File: src/rtl/mhpf_pkg.sv
// shared types, constants and helper functions of the muon hit pattern finder
package mhpf_pkg;

    localparam int unsigned MASK_W  = 28;
    localparam int unsigned HALF_W  = 14;
    localparam int unsigned LVL_W   = 3;
    localparam int unsigned MODE_W  = 2;
    localparam int unsigned QUAL_W  = 2;
    localparam int unsigned CFG_IDX_W = 3;

    localparam logic [LVL_W-1:0]  AGE_MAX = 3'd7;
    localparam logic [LVL_W-1:0]  QUAL_CAP = 3'd3;

    localparam logic [MASK_W-1:0] RST_COLLISION_MASK = 28'hFFF_FFFF;
    localparam logic [LVL_W-1:0]  RST_DRIFT_DELAY    = 3'd0;
    localparam logic [LVL_W-1:0]  RST_PRETRIG_LEVEL  = 3'd2;
    localparam logic [LVL_W-1:0]  RST_TRIG_LEVEL     = 3'd4;

    typedef enum logic [MODE_W-1:0] {
        MODE_NORMAL     = 2'd0,
        MODE_KILL_COLL  = 2'd1,
        MODE_KILL_ACCEL = 2'd2,
        MODE_ACCEL_VETO = 2'd3
    } t_trig_mode;

    typedef enum logic [CFG_IDX_W-1:0] {
        CFG_COLLISION_MASK = 3'd0,
        CFG_DRIFT_DELAY    = 3'd1,
        CFG_PRETRIG_LEVEL  = 3'd2,
        CFG_TRIG_LEVEL     = 3'd3,
        CFG_TRIG_MODE      = 3'd4
    } t_cfg_idx;

    typedef struct packed {
        logic [MASK_W-1:0] collision_mask;
        logic [LVL_W-1:0]  drift_delay;
        logic [LVL_W-1:0]  pretrigger_level;
        logic [LVL_W-1:0]  trigger_level;
        t_trig_mode        trigger_mode;
    } t_cfg;

    typedef struct packed {
        logic [LVL_W-1:0] accel_count;
        logic [LVL_W-1:0] count_a;
        logic [LVL_W-1:0] count_b;
    } t_counts;

    // number of layers with any hit in a masked 14-bit word
    function automatic logic [LVL_W-1:0] layers_hit(input logic [HALF_W-1:0] m);
        logic [LVL_W-1:0] n;
        n = {2'b00, |m[2:0]} + {2'b00, |m[4:3]} + {2'b00, m[5]}
          + {2'b00, |m[7:6]} + {2'b00, |m[10:8]} + {2'b00, |m[13:11]};
        return n;
    endfunction

    function automatic logic [LVL_W-1:0] bits_set6(input logic [5:0] v);
        logic [LVL_W-1:0] n;
        n = {2'b00, v[0]} + {2'b00, v[1]} + {2'b00, v[2]}
          + {2'b00, v[3]} + {2'b00, v[4]} + {2'b00, v[5]};
        return n;
    endfunction

    function automatic logic [QUAL_W-1:0] cap_qual(input logic [LVL_W-1:0] v);
        logic [QUAL_W-1:0] q;
        q = (v > QUAL_CAP) ? QUAL_CAP[QUAL_W-1:0] : v[QUAL_W-1:0];
        return q;
    endfunction

    function automatic logic [LVL_W-1:0] age_next(
        input logic [LVL_W-1:0] count,
        input logic [LVL_W-1:0] age,
        input logic [LVL_W-1:0] pretrig,
        input logic             kill
    );
        logic [LVL_W-1:0] a;
        if (count < pretrig || kill) begin
            a = '0;
        end else if (age == AGE_MAX) begin
            a = AGE_MAX;
        end else begin
            a = age + 3'd1;
        end
        return a;
    endfunction

endpackage

File: src/rtl/muon_hit_pattern_finder_core.sv
// top level of the muon hit pattern finder: config registers, handshake and pipeline
//
// channel   direction  handshake            payload
// hits      in         i_valid / o_ready    i_layer0_hits .. i_layer5_hits
// quality   out        o_valid / i_ready    o_collision_quality, o_accelerator_quality,
//                                           o_pattern_b_chosen
// config    in         i_cfg_wr_en          i_cfg_idx, i_cfg_wdata
//
// one request accepted per cycle while the output is not stalled; its result is valid the cycle after acceptance
// every accepted request moves the whole pipeline one step, so the result of a
// request reflects hits from up to five requests earlier
// a stalled output holds the pipeline; o_ready follows i_ready when a result waits
// synchronous active-low reset restores config defaults and clears the pipeline
module muon_hit_pattern_finder_core (
    input  logic                              i_clk,
    input  logic                              i_rst_n,
    input  logic                              i_cfg_wr_en,
    input  logic [mhpf_pkg::CFG_IDX_W-1:0]    i_cfg_idx,
    input  logic [mhpf_pkg::MASK_W-1:0]       i_cfg_wdata,
    input  logic                              i_valid,
    output logic                              o_ready,
    input  logic [2:0]                        i_layer0_hits,
    input  logic [1:0]                        i_layer1_hits,
    input  logic                              i_layer2_hit,
    input  logic [1:0]                        i_layer3_hits,
    input  logic [2:0]                        i_layer4_hits,
    input  logic [2:0]                        i_layer5_hits,
    output logic                              o_valid,
    input  logic                              i_ready,
    output logic [mhpf_pkg::QUAL_W-1:0]       o_collision_quality,
    output logic [mhpf_pkg::QUAL_W-1:0]       o_accelerator_quality,
    output logic                              o_pattern_b_chosen
);

    mhpf_pkg::t_cfg    r_cfg;
    mhpf_pkg::t_counts w_counts;
    logic              r_out_vld;
    logic              w_adv;

    assign o_ready = !r_out_vld || i_ready;
    assign w_adv   = i_valid && o_ready;
    assign o_valid = r_out_vld;

    always_ff @(posedge i_clk) begin
        if (!i_rst_n) begin
            r_cfg.collision_mask   <= mhpf_pkg::RST_COLLISION_MASK;
            r_cfg.drift_delay      <= mhpf_pkg::RST_DRIFT_DELAY;
            r_cfg.pretrigger_level <= mhpf_pkg::RST_PRETRIG_LEVEL;
            r_cfg.trigger_level    <= mhpf_pkg::RST_TRIG_LEVEL;
            r_cfg.trigger_mode     <= mhpf_pkg::MODE_NORMAL;
        end else if (i_cfg_wr_en) begin
            case (mhpf_pkg::t_cfg_idx'(i_cfg_idx))
                mhpf_pkg::CFG_COLLISION_MASK: begin
                    r_cfg.collision_mask <= i_cfg_wdata;
                end
                mhpf_pkg::CFG_DRIFT_DELAY: begin
                    r_cfg.drift_delay <= i_cfg_wdata[mhpf_pkg::LVL_W-1:0];
                end
                mhpf_pkg::CFG_PRETRIG_LEVEL: begin
                    r_cfg.pretrigger_level <= i_cfg_wdata[mhpf_pkg::LVL_W-1:0];
                end
                mhpf_pkg::CFG_TRIG_LEVEL: begin
                    r_cfg.trigger_level <= i_cfg_wdata[mhpf_pkg::LVL_W-1:0];
                end
                mhpf_pkg::CFG_TRIG_MODE: begin
                    r_cfg.trigger_mode <=
                        mhpf_pkg::t_trig_mode'(i_cfg_wdata[mhpf_pkg::MODE_W-1:0]);
                end
                default: begin
                end
            endcase
        end
    end

    always_ff @(posedge i_clk) begin
        if (!i_rst_n) begin
            r_out_vld <= 1'b0;
        end else if (w_adv) begin
            r_out_vld <= 1'b1;
        end else if (i_ready) begin
            r_out_vld <= 1'b0;
        end
    end

    mhpf_front u_front (
        .i_clk         (i_clk),
        .i_rst_n       (i_rst_n),
        .i_adv         (w_adv),
        .i_cfg         (r_cfg),
        .i_layer0_hits (i_layer0_hits),
        .i_layer1_hits (i_layer1_hits),
        .i_layer2_hit  (i_layer2_hit),
        .i_layer3_hits (i_layer3_hits),
        .i_layer4_hits (i_layer4_hits),
        .i_layer5_hits (i_layer5_hits),
        .o_counts      (w_counts)
    );

    mhpf_score u_score (
        .i_clk                 (i_clk),
        .i_rst_n               (i_rst_n),
        .i_adv                 (w_adv),
        .i_cfg                 (r_cfg),
        .i_counts              (w_counts),
        .o_collision_quality   (o_collision_quality),
        .o_accelerator_quality (o_accelerator_quality),
        .o_pattern_b_chosen    (o_pattern_b_chosen)
    );

endmodule

File: src/rtl/mhpf_front.sv
// front stages: hit masking, accelerator bit pick and layer counting
module mhpf_front (
    input  logic                          i_clk,
    input  logic                          i_rst_n,
    input  logic                          i_adv,
    input  mhpf_pkg::t_cfg                i_cfg,
    input  logic [2:0]                    i_layer0_hits,
    input  logic [1:0]                    i_layer1_hits,
    input  logic                          i_layer2_hit,
    input  logic [1:0]                    i_layer3_hits,
    input  logic [2:0]                    i_layer4_hits,
    input  logic [2:0]                    i_layer5_hits,
    output mhpf_pkg::t_counts             o_counts
);

    logic [mhpf_pkg::HALF_W-1:0] w_all;
    logic [5:0]                  r_accel_bits, n_accel_bits;
    logic [mhpf_pkg::HALF_W-1:0] r_masked_a, n_masked_a;
    logic [mhpf_pkg::HALF_W-1:0] r_masked_b, n_masked_b;
    mhpf_pkg::t_counts           r_counts, n_counts;

    assign w_all = {i_layer5_hits, i_layer4_hits, i_layer3_hits,
                    i_layer2_hit, i_layer1_hits, i_layer0_hits};

    always_comb begin
        n_accel_bits = {i_layer5_hits[0], i_layer4_hits[0], i_layer3_hits[0],
                        i_layer2_hit, i_layer1_hits[1], i_layer0_hits[2]};
        n_masked_a = w_all & i_cfg.collision_mask[mhpf_pkg::HALF_W-1:0];
        n_masked_b = w_all & i_cfg.collision_mask[mhpf_pkg::MASK_W-1:mhpf_pkg::HALF_W];
        n_counts.accel_count = mhpf_pkg::bits_set6(r_accel_bits);
        n_counts.count_a     = mhpf_pkg::layers_hit(r_masked_a);
        n_counts.count_b     = mhpf_pkg::layers_hit(r_masked_b);
    end

    always_ff @(posedge i_clk) begin
        if (!i_rst_n) begin
            r_accel_bits <= '0;
            r_masked_a   <= '0;
            r_masked_b   <= '0;
            r_counts     <= '0;
        end else if (i_adv) begin
            r_accel_bits <= n_accel_bits;
            r_masked_a   <= n_masked_a;
            r_masked_b   <= n_masked_b;
            r_counts     <= n_counts;
        end
    end

    assign o_counts = r_counts;

endmodule

File: src/rtl/mhpf_score.sv
// back stages: drift age counters, scoring, best pattern pick and quality registers
module mhpf_score (
    input  logic                          i_clk,
    input  logic                          i_rst_n,
    input  logic                          i_adv,
    input  mhpf_pkg::t_cfg                i_cfg,
    input  mhpf_pkg::t_counts             i_counts,
    output logic [mhpf_pkg::QUAL_W-1:0]   o_collision_quality,
    output logic [mhpf_pkg::QUAL_W-1:0]   o_accelerator_quality,
    output logic                          o_pattern_b_chosen
);

    logic [mhpf_pkg::LVL_W-1:0]  r_accel_age, n_accel_age;
    logic [mhpf_pkg::LVL_W-1:0]  r_age_a, n_age_a;
    logic [mhpf_pkg::LVL_W-1:0]  r_age_b, n_age_b;
    logic [mhpf_pkg::LVL_W-1:0]  r_accel_excess, n_accel_excess;
    logic [mhpf_pkg::LVL_W-1:0]  r_score_a, n_score_a;
    logic [mhpf_pkg::LVL_W-1:0]  r_score_b, n_score_b;
    logic [mhpf_pkg::LVL_W-1:0]  r_best_score, n_best_score;
    logic [mhpf_pkg::LVL_W-1:0]  r_best_excess, n_best_excess;
    logic                        r_best_is_b, n_best_is_b;
    logic [mhpf_pkg::QUAL_W-1:0] r_q_coll, n_q_coll;
    logic [mhpf_pkg::QUAL_W-1:0] r_q_accel, n_q_accel;
    logic                        r_q_flag, n_q_flag;
    logic                        w_kill_coll, w_kill_accel;

    always_comb begin
        w_kill_coll  = (i_cfg.trigger_mode == mhpf_pkg::MODE_KILL_COLL);
        w_kill_accel = (i_cfg.trigger_mode == mhpf_pkg::MODE_KILL_ACCEL);

        if (r_accel_age == i_cfg.drift_delay && i_counts.accel_count >= i_cfg.trigger_level) begin
            n_accel_excess = i_counts.accel_count - i_cfg.trigger_level;
        end else begin
            n_accel_excess = '0;
        end
        n_q_accel = mhpf_pkg::cap_qual(r_accel_excess);

        n_score_a = (r_age_a == i_cfg.drift_delay) ? i_counts.count_a : '0;
        n_score_b = (r_age_b == i_cfg.drift_delay) ? i_counts.count_b : '0;

        // ties go to pattern a
        if (r_score_a >= r_score_b) begin
            n_best_score = r_score_a;
            n_best_is_b  = 1'b0;
        end else begin
            n_best_score = r_score_b;
            n_best_is_b  = 1'b1;
        end

        n_best_excess = (r_best_score >= i_cfg.trigger_level)
                      ? r_best_score - i_cfg.trigger_level : '0;

        if (i_cfg.trigger_mode == mhpf_pkg::MODE_ACCEL_VETO && r_q_accel != '0) begin
            n_q_coll = '0;
        end else begin
            n_q_coll = mhpf_pkg::cap_qual(r_best_excess);
        end
        n_q_flag = r_best_is_b;

        n_age_a = mhpf_pkg::age_next(i_counts.count_a, r_age_a,
                                     i_cfg.pretrigger_level, w_kill_coll);
        n_age_b = mhpf_pkg::age_next(i_counts.count_b, r_age_b,
                                     i_cfg.pretrigger_level, w_kill_coll);
        n_accel_age = mhpf_pkg::age_next(i_counts.accel_count, r_accel_age,
                                         i_cfg.pretrigger_level, w_kill_accel);
    end

    always_ff @(posedge i_clk) begin
        if (!i_rst_n) begin
            r_accel_age    <= '0;
            r_age_a        <= '0;
            r_age_b        <= '0;
            r_accel_excess <= '0;
            r_score_a      <= '0;
            r_score_b      <= '0;
            r_best_score   <= '0;
            r_best_excess  <= '0;
            r_best_is_b    <= 1'b0;
            r_q_coll       <= '0;
            r_q_accel      <= '0;
            r_q_flag       <= 1'b0;
        end else if (i_adv) begin
            r_accel_age    <= n_accel_age;
            r_age_a        <= n_age_a;
            r_age_b        <= n_age_b;
            r_accel_excess <= n_accel_excess;
            r_score_a      <= n_score_a;
            r_score_b      <= n_score_b;
            r_best_score   <= n_best_score;
            r_best_excess  <= n_best_excess;
            r_best_is_b    <= n_best_is_b;
            r_q_coll       <= n_q_coll;
            r_q_accel      <= n_q_accel;
            r_q_flag       <= n_q_flag;
        end
    end

    assign o_collision_quality   = r_q_coll;
    assign o_accelerator_quality = r_q_accel;
    assign o_pattern_b_chosen    = r_q_flag;

endmodule

File: config.mk
export PLATFORM = sky130hd
export DESIGN_NAME = muon_hit_pattern_finder_core
export DESIGN_NICKNAME = d
export VERILOG_FILES = /design/src/rtl/mhpf_pkg.sv /design/src/rtl/muon_hit_pattern_finder_core.sv /design/src/rtl/mhpf_front.sv /design/src/rtl/mhpf_score.sv
export SDC_FILE = /design/constraint.sdc
export NUM_CORES = 1
export LEC_CHECK = 0
export BUFFER_PORTS_ARGS = -buffer_cell sky130_fd_sc_hd__buf_4
export CELL_PAD_IN_SITES_DETAIL_PLACEMENT = 1
export CELL_PAD_IN_SITES_GLOBAL_PLACEMENT = 1
export CORE_ASPECT_RATIO = 0.75
export CORE_MARGIN = 2
export CORE_UTILIZATION = 34
export DETAILED_ROUTE_END_ITERATION = 6
export HOLD_SLACK_MARGIN = 0.02
export PLACE_DENSITY = 0.63
export SYNTH_ARGS = -nofsm -noshare
export SYNTH_HDL_FRONTEND = slang
export SYNTH_HIERARCHICAL = 1
export SYNTH_SLANG_ARGS = --single-unit
File: constraint.sdc
create_clock -name i_clk -period 3 [get_ports i_clk]
set_input_delay 0.15 -clock i_clk [delete_from_list [all_inputs] [get_ports i_clk]]
set_output_delay 0.15 -clock i_clk [all_outputs]
set_load 0.05 [all_outputs]
==> metrics, run 1 <==
Critical Path Start u_front/r_masked_a[0]$_SDFFE_PN0P_; Worst-path clk slew 50 ps; Syn Nets 658; first drt pass iteration count 4; final std cells w/o fill 877; Yosys warnings 6; GRT Total Usage 17.6%; critical path data arrival time 3090 ps; Die Wd 152 um; I/O Pins 57; routed vias/inst 4.88; Setup crit end kind flip-flop; sequential-to-total area share from yosys stat 40.5%; Routed Wire Length 14.9 mm; core area 0.0160 mm^2; clock tree from TritonCTS built; most numerous cell in the Yosys netlist dfxtp_1; FF-to-FF Start u_front/r_masked_a[0]$_SDFFE_PN0P_; final period utilization 92.7%; DRC Markers 0; startpoint class of the critical path flip-flop; Hold Fails Final Rpt 0; root buffer cell clkbuf_16; max cap viols 0; Initial Utilization 34.9%; initial antenna violation count 0; CTS sink count 113; worst-case clock skew 5.95 ps; Post-synth ARST share 0%; CP max stage cell fa_1; WS Path Type reg -> reg; Leakage 2.91 nW; gr ovfl total 0; final core utilization 44.2%; Synth area leaders dfxtp_1, mux2i_1, nor2b_1; status finished clean; Clock Latency Late Sink 420 ps; vias in the first global route 4493; worst vdd ir 0.390 mV; min-delay src i_layer5_hits[1]; Max Fclk 360 MHz; CTS Buf Count 17; post-synthesis cell count 576; Post-synth EDFFs 0; first-pass GRT wire length 24.0 mm; post-route cell area 0.00708 mm^2; DP Wirelength 10.3 mm; Worst Path Max Fanout 2; post-CTS setup buffer count 0; pwr dens 627 mW/mm^2; synthesized cell area 0.00558 mm^2; worst hold path type in -> reg; Total Negative Setup Slacks 0 ps; Diodes inserted 0; CTS resizes 0; RSZ-0062 raised after global routing false; average size of a mapped cell 9.69 um^2; input/output buffers 56; routed wire length per instance 17.0 um; Worst-Margin Slew 885 ps; Placer Congestion 0.756; crit-path cells or3_1, fa_1, inv_1, fa_1, inv_1, ha_1, fa_1, mux2i_1, nor2b_1; Commonest cells post-synth dfxtp_1, nor2b_1, mux2i_1, nand2_1, inv_1; CTS Buffer Depth 2; Synth Flop Type dfxtp_1; Slew headroom 41.0%; CP most frequent cell fa_1; Post-Place Cells 811; H-Tree Depth 4; Detail Route Antenna Nets 0; layout cells sized above 1 15.3%; Pins Over Slew Limit 0; Die ar. 0.0175 mm^2; # nets final 736; dpl cell area 0.00608 mm^2; Synth top area share 40.5%; Tmin final 2780 ps; largest net degree at the start of global routing 100; Synth-to-Final Area Change 26.8%; Tot Pwr 4.44 mW; Synth Register Bits 113; final setup fails 0; worst path required time 3310 ps; Synth cell types 46; Yosys top cell by area dfxtp_1; initial detailed-routing violation count 190; Die H 115 um; Rows 40; crit-path max cell delay 540 ps; via count 4280
[cell type report]
cell class                 instances  area, um^2
fill                            1801        8940
timing repair buffer              93         808
sequential                       113        2260
clock inverter                    10         180
inverter                          33         124
tap                              210         263
multi-input combinational        396        2970
clock buffer                      22         474
[state kept, by name (all words and copies together), names as in the netlist]
register / count
u_score/r_age_b: 3
u_score/r_accel_age: 3
u_score/o_collision_quality: 2
u_score/o_pattern_b_chosen: 1
u_score/r_best_excess: 3
u_front/r_masked_a: 14
u_score/o_accelerator_quality: 2
u_score/r_best_score: 3
u_front/o_counts: 9
u_score/n_q_flag: 1
u_score/r_score_a: 3
u_front/r_masked_b: 14
u_score/r_score_b: 3
r_cfg: 39
o_valid: 1
u_score/r_age_a: 3
u_score/r_accel_excess: 3
u_front/r_accel_bits: 6
[where the power goes]
group / switching (mW) / leakage [nW] / internal [mW]
clock network: 0.703 / 0.316 / 1.53
logic: 0.296 / 1.67 / 0.265
registers: 0.0641 / 0.922 / 1.58
[final timing paths]
kind	endpoint	slack [ps]	cells past startpoint
min reg2reg	u_front/r_masked_a[6]$_SDFFE_PN0P_	470	2
max reg2reg	u_front/o_counts[4]$_SDFFE_PN0P_	220	9
min	u_front/r_masked_b[12]$_SDFFE_PN0P_	30	3
max	u_front/o_counts[4]$_SDFFE_PN0P_	220	9
[critical path: cells and delay by family, from the launching register on]
kind | cells | cell delay, ps
buf+inv | 2 | 100
mux | 1 | 140
simple gates | 2 | 450
flops | 1 | 300
fa+ha+maj | 4 | 1690
[through the flow]
step                hold WS, ps  worst slack [ps]
floorplan                   289               321
global placement            401               270
detailed placement          415               186
CTS                        21.4               195
global route               20.5              80.7
finish                     27.5               219
[placed cells by master, fill, tap and decap left out, types with 3 or more instances in the layout]
master / n
bufinv_16: 5
o21ai_1: 6
nand3b_1: 32
nor3_1: 6
inv_1: 33
nor2b_1: 78
mux2i_1: 58
dlygate4sd3_1: 34
nand2_1: 55
dfxtp_1: 113
o2bb2ai_1: 3
o21ai_0: 6
o21a_1: 3
a32o_1: 3
clkinv_2: 3
and2_1: 4
xor2_1: 4
clkbuf_8: 3
ha_1: 21
buf_4: 57
fa_1: 11
xnor2_1: 7
or2_2: 3
nand4_1: 28
a21boi_0: 7
o211ai_1: 5
a21oi_1: 18
nor2_1: 12
clkbuf_16: 17
[logic make-up after synthesis]
kind of cell | count (synthesis) | synth area share, %
AOI/OAI and AO/OA | 63 | 7.80
adders and majority gates | 32 | 8.65
and+or+nand+nor | 232 | 24.5
muxes | 58 | 10.4
DFF | 113 | 40.5
xor gates and xnor gates | 11 | 1.73
buffers and inverters | 67 | 6.37
[metal layers]
| layer | GRT usage [%] | wire length (um) | vias up |
|---|---|---|---|
| li1 | - | - | 2120 |
| met1 | 24.1 | 7620 | 2081 |
| met2 | 27.4 | 6640 | 57 |
| met3 | 4.37 | 416 | 22 |
| met4 | 6.29 | 268 | 0 |
| met5 | 0 | 0 | - |
[timing repair]
action,CTS,global route
setup endpoints to repair,0,0
hold buffers,34,0
hold endpoints to repair,39,0
Power figures use the tool's default switching activity.
==> inputs of run 2 (changes only) <==
--- a/config.mk
+++ b/config.mk
@@ -5,7 +5,7 @@
 export SDC_FILE = /design/constraint.sdc
 export NUM_CORES = 1
 export LEC_CHECK = 0
-export BUFFER_PORTS_ARGS = -buffer_cell sky130_fd_sc_hd__buf_4
+export BUFFER_PORTS_ARGS = -buffer_cell sky130_fd_sc_hd__buf_2
 export CELL_PAD_IN_SITES_DETAIL_PLACEMENT = 1
 export CELL_PAD_IN_SITES_GLOBAL_PLACEMENT = 1
 export CORE_ASPECT_RATIO = 0.75
==> metrics, run 2 (synthesis gave the netlist of run 1 again) <==
status finished clean (unchanged); first-pass GRT wire length 23.7 mm (was 24.0 mm); gr ovfl total 0 (unchanged); Synth-to-Final Area Change 22.1% (was 26.8%); Hold Fails Final Rpt 0 (unchanged); input/output buffers 56 (unchanged); Slew headroom 57.4% (was 41.0%); WS Path Type reg -> reg (unchanged); Diodes inserted 0 (unchanged); initial detailed-routing violation count 250 (was 190); final period utilization 92.8% (was 92.7%); Worst-path clk slew 50 ps (about the same); Top reg by flops r_cfg (unchanged); routed wire length per instance 16.6 um (was 17.0 um); met2 WL 6.44 mm (was 6.64 mm); # nets final 737 (was 736); commonest cells after routing, fill and taps aside dfxtp_1, nor2b_1, mux2i_1 (unchanged); Total Negative Setup Slacks 0 ps (unchanged); final std cells w/o fill 877 (unchanged); worst hold path type in -> reg (unchanged); Initial Utilization 34.9% (unchanged); CTS Buf Count 17 (unchanged); top flop regs r_cfg x39, u_front/r_masked_a x14, u_front/r_masked_b x14 (unchanged); DRC Markers 0 (unchanged); core area 0.0160 mm^2 (unchanged); largest net degree at the start of global routing 78 (was 100); Top Metal Used met4 (unchanged); routed vias/inst 4.85 (was 4.88); Die Wd 152 um (unchanged); root buffer cell clkbuf_16 (unchanged); Post-Place Cells 812 (was 811); Metal-1 WL 7.39 mm (was 7.62 mm); final setup fails 0 (unchanged); Tmin final 2780 ps (about the same); first drt pass iteration count 5 (was 4); Pins Over Slew Limit 0 (unchanged); worst path required time 3310 ps (about the same); max reg flops 39 (unchanged); RSZ-0062 raised after global routing false (unchanged); startpoint class of the critical path flip-flop (unchanged); Layout fillers 1811 (was 1801); Die ar. 0.0175 mm^2 (unchanged); layout cells sized above 1 15.0% (was 15.3%); H-Tree Depth 4 (unchanged); CTS resizes 0 (unchanged); Max Fclk 359 MHz (was 360 MHz); CTS sink count 113 (unchanged); Worst Path Max Fanout 2 (unchanged); hold_ws 35.1 ps (was 27.5 ps); DP Wirelength 10.0 mm (was 10.3 mm); Detail Route Antenna Nets 0 (unchanged); max cap viols 0 (unchanged); critical path data arrival time 3090 ps (about the same); Setup crit end kind flip-flop (unchanged); Routed Wire Length 14.5 mm (was 14.9 mm); DP Worst Slack 188 ps (was 186 ps); via count 4256 (was 4280); Worst-Margin Slew 634 ps (was 885 ps); worst vdd ir 0.406 mV (was 0.390 mV); Clock Latency Late Sink 420 ps (about the same); Rows 40 (unchanged); GRT Total Usage 17.4% (was 17.6%); worst-case clock skew 10.2 ps (was 5.95 ps); final core utilization 42.6% (was 44.2%); pwr dens 585 mW/mm^2 (was 627 mW/mm^2); most common cell after layout, fill and taps aside dfxtp_1 (unchanged); CTS Buffer Depth 2 (unchanged); Leakage 2.82 nW (was 2.91 nW); initial antenna violation count 0 (unchanged); Die H 115 um (unchanged); I/O Pins 57 (unchanged); WL met3 465 um (was 416 um); Placer Congestion 0.787 (was 0.756); min setup slack post-route 217 ps (was 219 ps); clock tree from TritonCTS built (unchanged); vias in the first global route 4502 (was 4493)
[run 2: changes by cell type in the layout (fill, tap and decap cells not counted), moves of 2 or more]
cell and change:
buf_2 +55, bufinv_16 -5, clkbuf_1 +2, clkbuf_8 +2, buf_4 -53
[run 2: area by class of cell]
| cell class | count | area (um^2) | share of cell area (%) |
|---|---|---|---|
| sequential | 113 | 2260 | 33.2 |
| clock buffer | 26 | 509 | 7.47 |
| multi-input combinational | 396 | 2970 | 43.5 |
| clock inverter | 5 | 27.5 | 0.404 |
| timing repair buffer | 94 | 666 | 9.76 |
| tap | 210 | 263 | 3.85 |
| inverter | 33 | 124 | 1.82 |
[run 2: worst max-delay path, stage by stage (launching register included)]
cell     delay (ps)
dfxtp_1         310
or3_1           400
fa_1            510
inv_1            50
fa_1            520
inv_1            40
ha_1            200
fa_1            430
mux2i_1         150
nor2b_1          60
[run 2: final timing paths]
check	slack [ps]	depth (start not counted)	to	start
worst max-delay path	220	9	u_front/o_counts[4]$_SDFFE_PN0P_	u_front/r_masked_a[0]$_SDFFE_PN0P_
worst min-delay path	40	3	r_cfg[6]$_SDFFE_PN1P_	i_cfg_wdata[1]
worst max register to register	220	9	u_front/o_counts[4]$_SDFFE_PN0P_	u_front/r_masked_a[0]$_SDFFE_PN0P_
worst min register to register	460	2	r_cfg[7]$_SDFFE_PN0P_	r_cfg[7]$_SDFFE_PN0P_
[run 2: through the flow]
step           power [mW]  area [um^2]
2_1_floorplan        2.01         5580
3_3_place_gp         2.13         5940
6_report             3.99         6820
4_1_cts              4.04         6820
3_5_place_dp         2.16         5940
5_1_grt              4.17         6820
[run 2: power breakdown]
part	switching (mW)	leakage [nW]	internal [mW]
clock	0.672	0.266	1.15
sequential	0.0587	0.922	1.58
combinational	0.286	1.63	0.239
[run 2: layer usage]
metal	up-vias	GRT usage, %
met4	0	7.29
met2	62	26.6
met1	2046	23.8
met5	-	0
met3	21	3.92
li1	2127	-
[run 2: what timing repair did]
item                                   4_1_cts  5_1_grt
buffers inserted                             0        0
hold buffers                                34        0
endpoints found under the hold margin       39        0
setup endpoints to repair                    0        0
==> inputs of run 3 (changes only) <==
--- a/config.mk
+++ b/config.mk
@@ -5,6 +5,7 @@
 export SDC_FILE = /design/constraint.sdc
 export NUM_CORES = 1
 export LEC_CHECK = 0
+export ABC_AREA = 1
 export BUFFER_PORTS_ARGS = -buffer_cell sky130_fd_sc_hd__buf_2
 export CELL_PAD_IN_SITES_DETAIL_PLACEMENT = 1
 export CELL_PAD_IN_SITES_GLOBAL_PLACEMENT = 1
@@ -13,7 +14,7 @@
 export CORE_UTILIZATION = 34
 export DETAILED_ROUTE_END_ITERATION = 6
 export HOLD_SLACK_MARGIN = 0.02
-export PLACE_DENSITY = 0.63
+export PLACE_DENSITY = 0.65
 export SYNTH_ARGS = -nofsm -noshare
 export SYNTH_HDL_FRONTEND = slang
 export SYNTH_HIERARCHICAL = 1
==> metrics, run 3 <==
routed wire length per instance 15.4 um (was 16.6 um); Rows 39 (was 40); most common cell after layout, fill and taps aside nand2_1 (was dfxtp_1); combinational power share 13.9% (was 13.2%); R2R Path End u_front/o_counts[4]$_SDFFE_PN0P_ (unchanged); Detail Route Antenna Nets 0 (unchanged); Sw Share 26.7% (was 25.5%); Syn Nets 751 (was 658); max reg flops 39 (unchanged); Synth top area share 41.8% (was 40.5%); worst-case clock skew 6.08 ps (was 10.2 ps); DRC Markers 0 (unchanged); Tmin final 2590 ps (was 2780 ps); layout cells sized above 1 20.2% (was 15.0%); Slew headroom 57.9% (was 57.4%); worst hold path type in -> reg (unchanged); root buffer cell clkbuf_16 (unchanged); CTS Buf Count 17 (unchanged); Clk pwr share 47.4% (was 45.7%); Post-synth ARST share 0% (unchanged); sequential power share 38.7% (was 41.1%); Net Switching 1.15 mW (was 1.02 mW); Max Fclk 385 MHz (was 359 MHz); # nets final 831 (was 737); first-pass GRT wire length 25.0 mm (was 23.7 mm); WS Path Type reg -> reg (unchanged); Commonest cells post-synth nand2_1, dfxtp_1, nor2_1, a21oi_1, nand3_1 (was dfxtp_1, nor2b_1, mux2i_1, nand2_1, inv_1); largest net degree at the start of global routing 55 (was 78); routed vias/inst 4.84 (was 4.85); Synth Register Bits 113 (unchanged); CTS sink count 113 (unchanged); Die H 113 um (was 115 um); met2 WL 6.88 mm (was 6.44 mm); Die Wd 150 um (was 152 um); core area 0.0154 mm^2 (was 0.0160 mm^2); Die ar. 0.0169 mm^2 (was 0.0175 mm^2); Placer Congestion 0.766 (was 0.787); Total Negative Setup Slacks 0 ps (unchanged); commonest cells after routing, fill and taps aside nand2_1, dfxtp_1, nor2_1 (was dfxtp_1, nor2b_1, mux2i_1); pwr dens 646 mW/mm^2 (was 585 mW/mm^2); Yosys top cell by area dfxtp_1 (unchanged); hold path depth 3 (unchanged); sequential-to-total area share from yosys stat 41.8% (was 40.5%); average size of a mapped cell 8.09 um^2 (was 9.69 um^2); min-delay src i_layer5_hits[2] (was i_cfg_wdata[1]); Synth Flop Type dfxtp_1 (unchanged); Synth cell types 35 (was 46); Worst-Margin Slew 631 ps (was 634 ps); top flop regs r_cfg x39, u_front/r_masked_a x14, u_front/r_masked_b x14 (unchanged); max cap viols 0 (unchanged); WHS Endpoint u_front/r_masked_b[13]$_SDFFE_PN0P_ (was r_cfg[6]$_SDFFE_PN1P_); initial antenna violation count 0 (unchanged); CTS Buffer Depth 2 (unchanged); Initial Utilization 35.1% (was 34.9%); Int Power 3.15 mW (was 2.97 mW); input/output buffers 56 (unchanged); initial detailed-routing violation count 305 (was 250); Routed Wire Length 14.9 mm (was 14.5 mm); worst vdd ir 0.392 mV (was 0.406 mV); Worst-path clk slew 50 ps (about the same); vias in the first global route 4969 (was 4502); Worst R2R Path Depth 9 (unchanged); Synth-to-Final Area Change 23.0% (was 22.1%); synthesized cell area 0.00541 mm^2 (was 0.00558 mm^2); Leakage 2.99 nW (was 2.82 nW); final period utilization 86.5% (was 92.8%); Setup crit end kind flip-flop (unchanged); DP Wirelength 10.6 mm (was 10.0 mm); WL met3 581 um (was 465 um); clock tree from TritonCTS built (unchanged); H-Tree Depth 4 (unchanged); Post-synth EDFFs 0 (unchanged); Hold Fails Final Rpt 0 (unchanged); status finished clean (unchanged); Synth area leaders dfxtp_1, nand2_1, a21oi_1 (was dfxtp_1, mux2i_1, nor2b_1); Yosys warnings 6 (unchanged); first drt pass iteration count 4 (was 5); Diodes inserted 0 (unchanged); GRT Total Usage 19.0% (was 17.4%); startpoint class of the critical path flip-flop (unchanged); R2R Setup Slk 410 ps (was 220 ps); Top reg by flops r_cfg (unchanged); most numerous cell in the Yosys netlist nand2_1 (was dfxtp_1); I/O Pins 57 (unchanged); Worst Path Max Fanout 2 (unchanged); gr ovfl total 0 (unchanged); Layout fillers 1880 (was 1811); post-synthesis cell count 669 (was 576); Clock Latency Late Sink 410 ps (was 420 ps); worst path required time 3300 ps (was 3310 ps); Pins Over Slew Limit 0 (unchanged); FF-to-FF Start u_front/r_masked_a[6]$_SDFFE_PN0P_ (was u_front/r_masked_a[0]$_SDFFE_PN0P_); Top Metal Used met4 (unchanged); critical path data arrival time 2900 ps (was 3090 ps); final setup fails 0 (unchanged); via count 4681 (was 4256); Metal-1 WL 7.34 mm (was 7.39 mm); RSZ-0062 raised after global routing false (unchanged); Tot Pwr 4.30 mW (was 3.99 mW)
[run 3: cell count changes after synthesis, moves of 11 or more]
cell / change
nand2_2: +20
inv_1: +18
mux2i_1: -58
nand3_2: +20
nor2_1: +53
nor2b_1: -78
nand2_1: +85
nand3_1: +53
a21oi_1: +40
nand3b_1: -32
o21ai_1: +15
nand4_1: -19
o21ai_0: +11
[run 3: cells by family (layout without fill, tap and decap cells)]
family | count (synthesis) | count (layout) | synth area share, %
AOI/OAI and AO/OA | 105 | 105 | 10.4
xor gates and xnor gates | 8 | 8 | 1.30
adders and majority gates | 32 | 32 | 8.93
buffers and inverters | 86 | 179 | 8.70
DFF | 113 | 113 | 41.8
and+or+nand+nor | 325 | 325 | 28.9
[run 3: stage by stage]
step           instance area, um^2  instances  setup WS (ps)  utilization [%]  hold slack (ps)
6_report                      6650        967            405             43.1             40.9
5_1_grt                       6650        967            291             43.1             29.5
4_1_cts                       6650        967            393             43.1             21.7
3_5_place_dp                  5750        905            393             37.3              357
3_3_place_gp                  5750        905            428             37.3              349
2_1_floorplan                 5410        669            475                -              255
[run 3: worst max-delay path by stage]
| stage | start | depth (start not counted) | end | slack [ps] |
|---|---|---|---|---|
| 3_3_place_gp | u_front/r_masked_a[6]$_SDFFE_PN0P_ | 9 | u_front/o_counts[4]$_SDFFE_PN0P_ | 430 |
| 3_5_place_dp | u_front/r_masked_a[6]$_SDFFE_PN0P_ | 9 | u_front/o_counts[4]$_SDFFE_PN0P_ | 390 |
| 2_1_floorplan | u_front/r_masked_a[6]$_SDFFE_PN0P_ | 9 | u_front/o_counts[4]$_SDFFE_PN0P_ | 470 |
| 6_report | u_front/r_masked_a[6]$_SDFFE_PN0P_ | 9 | u_front/o_counts[4]$_SDFFE_PN0P_ | 410 |
| 4_1_cts | u_front/r_masked_a[6]$_SDFFE_PN0P_ | 9 | u_front/o_counts[4]$_SDFFE_PN0P_ | 390 |
| 5_1_grt | u_front/r_masked_a[6]$_SDFFE_PN0P_ | 9 | u_front/o_counts[4]$_SDFFE_PN0P_ | 290 |
[run 3: timing repair]
action | 4_1_cts | 5_1_grt
hold buffers | 30 | 0
buffers inserted | 0 | 0
gates resized for setup | 0 | 0
endpoints found under the hold margin | 32 | 0
[run 3: power groups by stage]
stage	sequential [mW]	combinational [mW]	clock, mW
floorplan	1.69	0.405	0
global placement	1.69	0.538	0
CTS	1.66	0.604	2.09
finish	1.66	0.598	2.04
global route	1.68	0.692	2.16
detailed placement	1.69	0.569	0
[run 3: worst max-delay path, stage by stage (launching register included)]
cell     delay (ps)
dfxtp_1         300
or2_2           300
fa_1            480
inv_1            50
fa_1            530
inv_1            40
ha_1            200
fa_1            420
nor2_1          110
nor2_1           50
[run 3: final cells by class]
type | instances | area, um^2 | share of cell area, %
clock buffer | 23 | 498 | 7.49
tap | 205 | 256 | 3.86
clock inverter | 9 | 104 | 1.56
sequential | 113 | 2260 | 34.0
timing repair buffer | 89 | 616 | 9.25
inverter | 58 | 228 | 3.42
multi-input combinational | 470 | 2690 | 40.4
[run 3: per-layer routing]
layer	GRT usage, %	up-vias
met5	0	-
met4	5.60	0
met3	4.40	11
met2	30.1	66
met1	25.9	2267
li1	-	2337
